[src/hw/rtl/qdc_ewd_pkg.sv]
`default_nettype none
// ----------------------------------------------------------------------------
// qdc_ewd_pkg
// Shared constants, word-type codes and controller/datapath interface types
// for the QDC event word deframer.
// ----------------------------------------------------------------------------
package qdc_ewd_pkg;

  localparam int NumChannelsDefault = 32;
  localparam int StoreDepth         = 32;
  localparam int StoreIdxW          = $clog2(StoreDepth);

  localparam int WordW    = 32;
  localparam int AdcW     = 12;
  localparam int AdcOutW  = 16;
  localparam int TrigW    = 24;
  localparam int ChanW    = 5;
  localparam int CountW   = 6;

  // word type, bits 26..25
  typedef enum logic [1:0] {
    WT_DATA   = 2'b00,
    WT_HEADER = 2'b01,
    WT_EOB    = 2'b10,
    WT_FILLER = 2'b11
  } word_type_t;

  typedef enum logic [2:0] {
    PH_HEADER = 3'b001,
    PH_DATA   = 3'b010,
    PH_EOB    = 3'b100
  } parse_phase_t;

  typedef struct packed {
    logic take;
    logic emit_start;
    logic advance;
  } ewd_cmd_t;

  typedef struct packed {
    logic close;
    logic last_chan;
  } ewd_status_t;

endpackage : qdc_ewd_pkg
`default_nettype wire

[src/hw/rtl/qdc_ewd_ctrl.sv]
`default_nettype none
// ----------------------------------------------------------------------------
// qdc_ewd_ctrl
// Sequencer: takes words one per cycle while idle, and after an event-closing
// word steps the datapath through the per-channel result burst.
// ----------------------------------------------------------------------------
module qdc_ewd_ctrl
  import qdc_ewd_pkg::*;
(
  input  wire logic        clk,
  input  wire logic        rst,
  input  wire logic        in_valid,
  output logic             in_ready,
  output logic             out_valid,
  input  wire logic        out_ready,
  input  wire ewd_status_t status,
  output ewd_cmd_t         cmd
);

  typedef enum logic [1:0] {
    S_IDLE = 2'b01,
    S_EMIT = 2'b10
  } state_t;

  state_t state;
  state_t state_next;

  always_comb begin
    state_next     = state;
    in_ready       = 1'b0;
    out_valid      = 1'b0;
    cmd.take       = 1'b0;
    cmd.emit_start = 1'b0;
    cmd.advance    = 1'b0;
    case (state)
      S_IDLE: begin
        in_ready = 1'b1;
        if (in_valid) begin
          cmd.take = 1'b1;
          if (status.close) begin
            cmd.emit_start = 1'b1;
            state_next     = S_EMIT;
          end
        end
      end
      S_EMIT: begin
        out_valid = 1'b1;
        if (out_ready) begin
          cmd.advance = 1'b1;
          if (status.last_chan) begin
            state_next = S_IDLE;
          end
        end
      end
      default: begin
        state_next = S_IDLE;
      end
    endcase
  end

  always_ff @(posedge clk) begin
    if (rst) begin
      state <= S_IDLE;
    end else begin
      state <= state_next;
    end
  end

endmodule : qdc_ewd_ctrl
`default_nettype wire

[src/hw/rtl/qdc_ewd_datapath.sv]
`default_nettype none
// ----------------------------------------------------------------------------
// qdc_ewd_datapath
// Word decode, parse phase, channel counters, ADC store with per-channel
// valid bits, trigger capture and the result channel counter.
// ----------------------------------------------------------------------------
module qdc_ewd_datapath
  import qdc_ewd_pkg::*;
#(
  parameter int NUM_CHANNELS = NumChannelsDefault
) (
  input  wire logic               clk,
  input  wire logic               rst,
  input  wire logic               cfg_wr_en,
  input  wire logic               cfg_wr_data,
  input  wire logic [WordW-1:0]   data_word,
  input  wire ewd_cmd_t           cmd,
  output ewd_status_t             status,
  output logic [ChanW-1:0]        channel,
  output logic [AdcOutW-1:0]      adc_value,
  output logic [TrigW-1:0]        trigger_number,
  output logic                    trigger_valid,
  output logic                    data_error,
  output logic                    last
);

  logic                  sixteen_mode;
  parse_phase_t          phase;
  logic [CountW-1:0]     expected;
  logic [CountW-1:0]     seen;
  logic                  err;
  logic [StoreDepth-1:0] vld;
  logic [AdcW-1:0]       vals [StoreDepth];
  logic [TrigW-1:0]      trig;
  logic                  trig_ok;
  logic [ChanW-1:0]      k;

  word_type_t        wtype;
  logic [CountW-1:0] chan_idx;
  logic              in_range;
  logic              is_filler;

  assign wtype     = word_type_t'(data_word[26:25]);
  assign is_filler = (wtype == WT_FILLER);
  assign chan_idx  = sixteen_mode ? data_word[22:17] : data_word[21:16];
  assign in_range  = (chan_idx < CountW'(NUM_CHANNELS));

  assign status.close     = !is_filler && (phase == PH_EOB);
  assign status.last_chan = (k == ChanW'(NUM_CHANNELS - 1));

  always_ff @(posedge clk) begin
    if (rst) begin
      sixteen_mode <= 1'b0;
      phase        <= PH_HEADER;
      expected     <= '0;
      seen         <= '0;
      err          <= 1'b0;
      vld          <= '0;
      k            <= '0;
    end else begin
      if (cfg_wr_en) begin
        sixteen_mode <= cfg_wr_data;
      end
      if (cmd.take && !is_filler) begin
        case (phase)
          PH_DATA: begin
            if (wtype != WT_DATA) begin
              err <= 1'b1;
            end else begin
              if (in_range) begin
                vld[chan_idx[StoreIdxW-1:0]] <= 1'b1;
              end
              if (seen == CountW'(expected - CountW'(1))) begin
                phase <= PH_EOB;
              end
              seen <= CountW'(seen + CountW'(1));
            end
          end
          PH_EOB: begin
            if (wtype != WT_EOB) begin
              err <= 1'b1;
            end else begin
              phase <= PH_HEADER;
            end
          end
          default: begin
            if (wtype != WT_HEADER) begin
              err <= 1'b1;
            end else begin
              expected <= data_word[13:8];
              seen     <= '0;
              vld      <= '0;
              phase    <= (data_word[13:8] != '0) ? PH_DATA : PH_EOB;
            end
          end
        endcase
      end
      if (cmd.emit_start) begin
        k <= '0;
      end else if (cmd.advance) begin
        k <= ChanW'(k + ChanW'(1));
      end
    end
  end

  // payload registers
  always_ff @(posedge clk) begin
    if (cmd.take && (phase == PH_DATA) && (wtype == WT_DATA) && in_range) begin
      vals[chan_idx[StoreIdxW-1:0]] <= data_word[AdcW-1:0];
    end
    if (cmd.emit_start) begin
      trig_ok <= (wtype == WT_EOB);
      trig    <= (wtype == WT_EOB) ? data_word[TrigW-1:0] : '0;
    end
  end

  assign channel        = k;
  assign adc_value      = vld[k[StoreIdxW-1:0]]
                          ? {{(AdcOutW-AdcW){1'b0}}, vals[k[StoreIdxW-1:0]]}
                          : {AdcOutW{1'b1}};
  assign trigger_number = trig;
  assign trigger_valid  = trig_ok;
  assign data_error     = err;
  assign last           = status.last_chan;

endmodule : qdc_ewd_datapath
`default_nettype wire

[src/hw/rtl/qdc_event_word_deframer.sv]
`default_nettype none
// ----------------------------------------------------------------------------
// qdc_event_word_deframer
// Parses charge-digitizer readout words (header, channel data, end of block)
// and emits one result per channel when an event closes.
// ----------------------------------------------------------------------------
// Header, data and filler words are taken one per cycle. A non-filler word that
// arrives in the end-of-block phase closes the event: once it is taken, the
// channel counter walks the store and puts out NUM_CHANNELS results, one per
// accepted output transaction, during which no input is taken. Missing
// channels read as 65535. data_error is sticky from reset.
module qdc_event_word_deframer
  import qdc_ewd_pkg::*;
#(
  parameter int NUM_CHANNELS = NumChannelsDefault
) (
  input  wire logic                 clk,
  input  wire logic                 rst,
  input  wire logic                 cfg_wr_en,
  input  wire logic                 cfg_wr_data,
  input  wire logic                 in_valid,
  output logic                      in_ready,
  input  wire logic [WordW-1:0]     data_word,
  output logic                      out_valid,
  input  wire logic                 out_ready,
  output logic [ChanW-1:0]          channel,
  output logic [AdcOutW-1:0]        adc_value,
  output logic [TrigW-1:0]          trigger_number,
  output logic                      trigger_valid,
  output logic                      data_error,
  output logic                      last
);

  ewd_cmd_t    cmd;
  ewd_status_t status;

  qdc_ewd_ctrl u_ctrl (
    .clk       (clk),
    .rst       (rst),
    .in_valid  (in_valid),
    .in_ready  (in_ready),
    .out_valid (out_valid),
    .out_ready (out_ready),
    .status    (status),
    .cmd       (cmd)
  );

  qdc_ewd_datapath #(
    .NUM_CHANNELS (NUM_CHANNELS)
  ) u_dp (
    .clk            (clk),
    .rst            (rst),
    .cfg_wr_en      (cfg_wr_en),
    .cfg_wr_data    (cfg_wr_data),
    .data_word      (data_word),
    .cmd            (cmd),
    .status         (status),
    .channel        (channel),
    .adc_value      (adc_value),
    .trigger_number (trigger_number),
    .trigger_valid  (trigger_valid),
    .data_error     (data_error),
    .last           (last)
  );

  a_no_input_during_burst: assert property (@(posedge clk) disable iff (rst)
    out_valid |-> !in_ready)
    else $error("input taken during result burst");

  a_close_starts_burst: assert property (@(posedge clk) disable iff (rst)
    (in_valid && in_ready && status.close) |=> (out_valid && channel == '0))
    else $error("closing word did not start burst at channel 0");

  a_last_ends_burst: assert property (@(posedge clk) disable iff (rst)
    (out_valid && out_ready && last) |=> (in_ready && !out_valid))
    else $error("burst did not end after last channel");

endmodule : qdc_event_word_deframer
`default_nettype wire

[config.mk]
export PLATFORM = sky130hd
export DESIGN_NAME = qdc_event_word_deframer
export DESIGN_NICKNAME = d
export VERILOG_FILES = /design/src/hw/rtl/qdc_ewd_pkg.sv /design/src/hw/rtl/qdc_ewd_ctrl.sv /design/src/hw/rtl/qdc_ewd_datapath.sv /design/src/hw/rtl/qdc_event_word_deframer.sv
export SDC_FILE = /design/constraint.sdc
export NUM_CORES = 1
export LEC_CHECK = 0
export BUFFER_PORTS_ARGS = -buffer_cell sky130_fd_sc_hd__buf_2
export CAP_MARGIN = 30
export CORE_MARGIN = 1
export CORE_UTILIZATION = 61
export DETAILED_ROUTE_END_ITERATION = 8
export PLACE_DENSITY = 0.79
export SYNTH_ARGS = -nofsm -noshare
export SYNTH_HDL_FRONTEND = slang
export SYNTH_SLANG_ARGS = --single-unit
[constraint.sdc]
create_clock -name clk -period 3.49 [get_ports clk]
set_input_delay 0.698 -clock clk [delete_from_list [all_inputs] [get_ports clk]]
set_output_delay 0.698 -clock clk [all_outputs]
set_load 0.02 [all_outputs]
==> flow_summary.json, run 1 <==
{
  "status": "completed",
  "path_class": "reg2out",
  "htree_levels": 2,
  "first_global_vias": 10500,
  "hold_viol_final": 0,
  "synth-seq-cells": 470,
  "setup_violations": 0,
  "met3_length_um": 3460,
  "hp-class": "reg2reg",
  "fp.dieH_um": 178,
  "regToRegStartpoint": "u_dp.phase[1]$_SDFFE_PP0P_",
  "crit_slowest_cell": "mux4_1",
  "place_area_mm2": 0.0199,
  "cp-startpoint": "u_dp.channel[0]$_SDFFE_PP0P_",
  "grt_start_max_net_pins": 45,
  "cts_buffers": 45,
  "async_flop_share_pct": 0,
  "drv_cap": 0,
  "cts.sinks": 470,
  "fmax_mhz": 290,
  "grt_pass1_wl_um": 60700,
  "place.gp.congestion": 0.837,
  "instances_no_fill": 1696,
  "path_max_fanout": 7,
  "insertion_delay_ns": 0.55,
  "synth.area.top_cells": "edfxtp_1, dfxtp_1, mux4_2, mux2i_1, mux2_2",
  "dr_wl_met2_um": 19700,
  "tightest_slew_ns": 0.825,
  "area_growth_pct": 13.5,
  "final_cell_area_mm2": 0.0214,
  "drt-initial-drc-count": 1261,
  "hpwl_um": 24700,
  "dieArea_mm2": 0.0316,
  "yosysWarnings": 0,
  "critPathCaptureType": "output port",
  "layout.nets": 1314,
  "synth_area_mm2": 0.0188,
  "drc": 0,
  "start_kind": "flop",
  "place.port_buffers": 81,
  "worst-path-stages": 6,
  "rr_worst_depth": 6,
  "wl_per_cell_um": 24.3,
  "start_util_pct": 62.7,
  "vias_per_cell": 6.28,
  "syn_inst": 1151,
  "track_usage_pct": 26.3,
  "wl_met1_um": 16800,
  "fin_crit_sh_pct": 98.7,
  "ios": 88,
  "grt_antenna_before_repair": 0,
  "yosysSeqAreaShare_pct": 71.7,
  "cts.path.max_buffers": 3,
  "slew_headroom_pct": 44.8,
  "synth_top_cell_area_share_pct": 65.2,
  "powerDensity_mw_per_mm2": 510,
  "cpPeakStageDelay_ns": 0.57,
  "cts_root_buf": "clkbuf_16",
  "holdBufCountCts": 0,
  "antennaDiodeCount": 0,
  "timing.rr.end": "u_dp.vals[28][5]$_DFFE_PP_",
  "tns_ns": 0,
  "crit_path_cell_trace": "mux4_1, mux4_2, nand2_4, nand3_4, nand4_1, buf_6",
  "yosysUniqueCellTypes": 54,
  "whs_ns": 0.446,
  "maxSlewViolCount": 0,
  "arrival_ns": 2.75,
  "fillers": 1799,
  "dieWidth_um": 178,
  "required_ns": 2.79,
  "synth-edff-count": 409,
  "synth_area_leader_cell": "edfxtp_1",
  "rows": 63,
  "rsz0062_at_grt": "true",
  "highest_layer": "met4",
  "dp.cells": 1610,
  "fin_crit_ns": 3.45,
  "fp.coreArea_mm2": 0.0300,
  "cp-endpoint": "adc_value[9]",
  "dr_total_vias": 10700,
  "gr-total-overflow": 0,
  "clk_pin_slew_worst_paths_ns": 0.06,
  "finClkSkew_ns": 0.0267,
  "path_buf_inv": 1,
  "peakVddDrop_v": 0.000361,
  "r2r_slack_ns": 0.82,
  "hold_start": "u_dp.data_error$_SDFFE_PP0P_",
  "synth.net_count": 1193,
  "ant_nets": 0,
  "cts_tree": "done",
  "hold_depth": 2,
  "drive_gt1_share_pct": 25.0,
  "drtPass1Iterations": 5,
  "critical_path.top_delay_family": "multiplexers",
  "ys.flop_type": "edfxtp_1",
  "finalWirelength_um": 41200,
  "syn_avg_cell_area_um2": 16.4,
  "p_leak_nw": 6.89
}
[layer usage]
layer | vias up | track usage (%)
met5 | - | 0
met4 | 0 | 9.08
met3 | 73 | 4.56
met2 | 514 | 42.8
met1 | 5322 | 36.1
li1 | 4745 | -
[what timing repair did]
item	CTS	global route
pin swaps	0	3
endpoints found under the setup margin	16	16
cloned	0	1
resized for setup	3	12
buffers inserted	2	1
[worst reg2reg max path: stages (launching register included)]
cell,delay [ns]
dfxtp_1,0.44
inv_1,0.13
or3_1,0.41
nor4_2,0.43
nand2_1,0.44
nor2_1,0.23
buf_4,0.27
[synthesized netlist by cell type, types with 3 or more instances]
library cell,instances
edfxtp_1,409
nor2_1,72
mux2i_1,66
dfxtp_1,61
nand2_1,55
mux2_2,51
mux4_2,50
a22oi_1,41
clkbuf_1,33
nor3_1,30
and2_1,28
o22ai_1,26
nand3_1,23
buf_2,19
o21a_1,16
nand4_1,15
o21ai_0,14
a41oi_1,12
nand2b_1,12
a21oi_1,11
inv_1,11
nor2b_1,11
buf_1,10
a22o_1,9
xnor2_1,8
xor2_1,6
ha_1,4
nor3b_1,4
a31oi_1,3
and3b_1,3
buf_4,3
mux4_1,3
nand3b_1,3
or3_1,3
[cell families after synthesis]
kind of cell / share of synthesized area (%)
XOR/XNOR: 0.651
adder cells (fa/ha/maj): 0.266
flip-flops: 71.7
AND/OR/NAND/NOR: 7.20
buffers and inverters: 1.82
AO/OA/AOI/OAI: 5.43
multiplexers: 13.0
[layout make-up]
type	count	area, µm²	area share, %
clock inverters	21	155	0.726
well taps	390	488	2.28
clock buffers	60	1230	5.77
repair buffers	140	885	4.14
multi-input cells	604	5060	23.7
flip-flops and latches	470	13500	63.2
inverters	11	41.3	0.193
[sequential cells by signal (all words and copies together) (netlist names), 2 cells and up, named ones only]
signal               flops
u_dp.seen                6
u_dp.vals              384
u_ctrl.state             2
u_dp.trigger_number     24
u_dp.channel             5
u_dp.expected            6
u_dp.phase               3
u_dp.vld                32
[worst min-delay path by stage]
stage                                               end  slack (ns)
after floorplan               u_dp.vld[13]$_SDFFE_PP0P_        0.42
after global placement        u_dp.vld[30]$_SDFFE_PP0P_        0.43
after detailed placement   u_dp.data_error$_SDFFE_PP0P_        0.44
after CTS                 u_dp.expected[4]$_SDFFE_PP0P_        0.43
after global routing      u_dp.expected[4]$_SDFFE_PP0P_        0.45
final                      u_dp.data_error$_SDFFE_PP0P_        0.45
[layout by cell type (no fill, tap or decap), types with 10 or more instances in the layout]
cell type	count
buf_2	81
clkbuf_1	11
inv_1	11
nor3_1	30
o21a_1	16
buf_4	55
nand4_1	15
a22oi_1	41
mux2_2	51
nand2b_1	11
edfxtp_1	409
clkbuf_16	46
o22ai_1	26
nand3_1	23
mux2i_1	66
o21ai_0	14
and2_1	28
nor2b_1	10
mux4_2	50
dfxtp_1	56
nor2_1	71
clkinv_2	11
a21oi_1	11
nand2_1	54
[stage by stage]
| stage | util, % | setup slack [ns] | power [W] |
|---|---|---|---|
| 2_1_floorplan | - | 0.471 | 0.00633 |
| 3_3_place_gp | 66.1 | 0.345 | 0.00644 |
| 3_5_place_dp | 66.1 | 0.261 | 0.00645 |
| 4_1_cts | 70.9 | 0.00628 | 0.0110 |
| 5_1_grt | 71.2 | -0.0148 | 0.0112 |
| 6_report | 71.2 | 0.0447 | 0.0109 |
[report_power, final]
part	total (W)	internal (W)	switching [W]
Sequential	0.00611	0.00610	0.00000928
Clock	0.00457	0.00263	0.00194
Combinational	0.000224	0.0000543	0.000170
Total	0.0109	0.00879	0.00212
(Power assumes the default switching activity.)
==> inputs of run 2 (changes only) <==
==> constraint.sdc (replaced) <==
create_clock -name clk -period 3.7 [get_ports clk]
set_input_delay 0.74 -clock clk [delete_from_list [all_inputs] [get_ports clk]]
set_output_delay 0.74 -clock clk [all_outputs]
set_load 0.02 [all_outputs]
==> run 2 against run 1 <==
Effect of this change: power is 6.0% lower; cell count is 0.65% lower; worst hold slack better by 0.0029 ns; sequential share of layout area is 0.51 points higher; design area is 0.82% lower; critical path type unchanged; critical endpoint is now adc_value[6].
==> flow_summary.json, run 2 (synthesis gave the netlist of run 1 again) <==
{
  "maxSlewViolCount": 0,
  "slew_headroom_pct": 29.3,
  "htree_levels": 2,
  "grt_pass1_wl_um": 61900,
  "grt_start_max_net_pins": 67,
  "ant_nets": 0,
  "drv_cap": 0,
  "fin_crit_ns": 3.62,
  "status": "completed",
  "drt-initial-drc-count": 1388,
  "final_common_cell": "edfxtp_1",
  "r2r_slack_ns": 1.06,
  "rr_worst_depth": 6,
  "track_usage_pct": 26.7,
  "place.gp.congestion": 0.854,
  "setup_violations": 0,
  "antennaDiodeCount": 0,
  "dieArea_mm2": 0.0316,
  "drtPass1Iterations": 5,
  "holdBufCountCts": 0,
  "ios": 88,
  "start_kind": "flop",
  "rows": 63,
  "layout.nets": 1305,
  "drive_gt1_share_pct": 23.3,
  "critPathCaptureType": "output port",
  "largest_reg_flops": 384,
  "place.port_buffers": 81,
  "cts_buffers": 46,
  "fp.coreArea_mm2": 0.0300,
  "fmax_mhz": 276,
  "peakVddDrop_v": 0.000298,
  "area_growth_pct": 12.6,
  "fp.dieH_um": 178,
  "cts.sinks": 470,
  "tns_ns": 0,
  "drc": 0,
  "dr_total_vias": 10700,
  "powerDensity_mw_per_mm2": 483,
  "cts_tree": "done",
  "timing.rr.end": "u_dp.vals[20][5]$_DFFE_PP_",
  "grt_antenna_before_repair": 0,
  "start_util_pct": 62.7,
  "tightest_slew_ns": 1.06,
  "cts_root_buf": "clkbuf_16",
  "cts.path.max_buffers": 3,
  "path_max_fanout": 66,
  "finalWirelength_um": 41100,
  "cp-endpoint": "adc_value[6]",
  "hpwl_um": 25000,
  "dieWidth_um": 178,
  "hp-class": "in2reg",
  "rsz0062_at_grt": "false",
  "required_ns": 2.96,
  "p_total_w": 0.0102,
  "first_global_vias": 10600,
  "finClkSkew_ns": 0.0150,
  "clk_pin_slew_worst_paths_ns": 0.06,
  "fin_crit_sh_pct": 97.8,
  "whs_ns": 0.449,
  "hold_viol_final": 0,
  "path_class": "reg2out",
  "p_leak_nw": 6.77,
  "post_cts_buffers": 0,
  "wl_per_cell_um": 24.4,
  "gr-total-overflow": 0,
  "vias_per_cell": 6.34,
  "final_cell_mix": "edfxtp_1, buf_2, nor2_1, mux2i_1, dfxtp_1",
  "arrival_ns": 2.88,
  "regToRegStartpoint": "u_dp.phase[1]$_SDFFE_PP0P_",
  "insertion_delay_ns": 0.54
}
-- run 2: changes by cell type in the layout (fill, tap and decap cells not counted), sizes merged --
cell | previous run | this run
clkinv | 17 | 19
buf | 140 | 131
clkbuf | 60 | 58
bufinv | 2 | 1
nand3 | 25 | 24
-- run 2: what timing repair did --
| item | in CTS | in global routing |
|---|---|---|
| pin swaps | 0 | 0 |
| setup endpoints to repair | 11 | 9 |
| resized for setup | 3 | 2 |
| hold endpoints to repair | 0 | 0 |
-- run 2: power by group --
group | switching [W] | total (W) | internal (W) | leakage, nW
combinational | 0.000158 | 0.000209 | 0.0000511 | 1.95
clock | 0.00188 | 0.00427 | 0.00239 | 0.662
sequential | 0.00000862 | 0.00576 | 0.00576 | 4.16
-- run 2: worst max-delay path, stage by stage, from the launching register on --
cell,delay [ns]
dfxtp_4,0.46
buf_12,0.33
mux2_2,0.40
o22ai_1,0.20
nor3_1,0.13
a41oi_1,0.45
nand4_1,0.15
buf_2,0.18
-- run 2: stage by stage --
stage / cell area [µm²] / util [%] / cells / setup WS [ns]
CTS: 21200 / 70.6 / 1685 / 0.0565
global route: 21200 / 70.6 / 1685 / 0.0128
floorplan: 18800 / - / 1151 / 0.639
detailed placement: 19800 / 66.0 / 1605 / 0.487
finish: 21200 / 70.6 / 1685 / 0.0832
global placement: 19800 / 66.0 / 1604 / 0.372
-- run 2: how the worst min path moves through the flow --
stage	from	slack, ns	to	depth (start not counted)
6_report	cfg_wr_data	0.45	u_dp.sixteen_mode$_SDFFE_PP0P_	3
5_1_grt	cfg_wr_data	0.45	u_dp.sixteen_mode$_SDFFE_PP0P_	3
4_1_cts	cfg_wr_data	0.44	u_dp.sixteen_mode$_SDFFE_PP0P_	3
3_5_place_dp	u_dp.vld[13]$_SDFFE_PP0P_	0.44	u_dp.vld[13]$_SDFFE_PP0P_	2
3_3_place_gp	u_dp.vld[13]$_SDFFE_PP0P_	0.43	u_dp.vld[13]$_SDFFE_PP0P_	2
2_1_floorplan	u_dp.vld[13]$_SDFFE_PP0P_	0.42	u_dp.vld[13]$_SDFFE_PP0P_	2
-- run 2: area by class of cell --
cell class	count	area [µm²]
clock inverter	22	135
sequential	470	13500
timing repair buffer	131	801
clock buffer	58	1220
tap	390	488
fill	1839	8830
inverter	11	41.3
multi-input combinational	603	5010
-- run 2: per-layer routing --
layer,wire length [µm],track usage (%),vias up
met5,0,0,-
met4,1130,9.22,0
met3,2760,3.73,75
met2,20300,43.7,423
met1,16900,37.0,5455
li1,-,-,4727
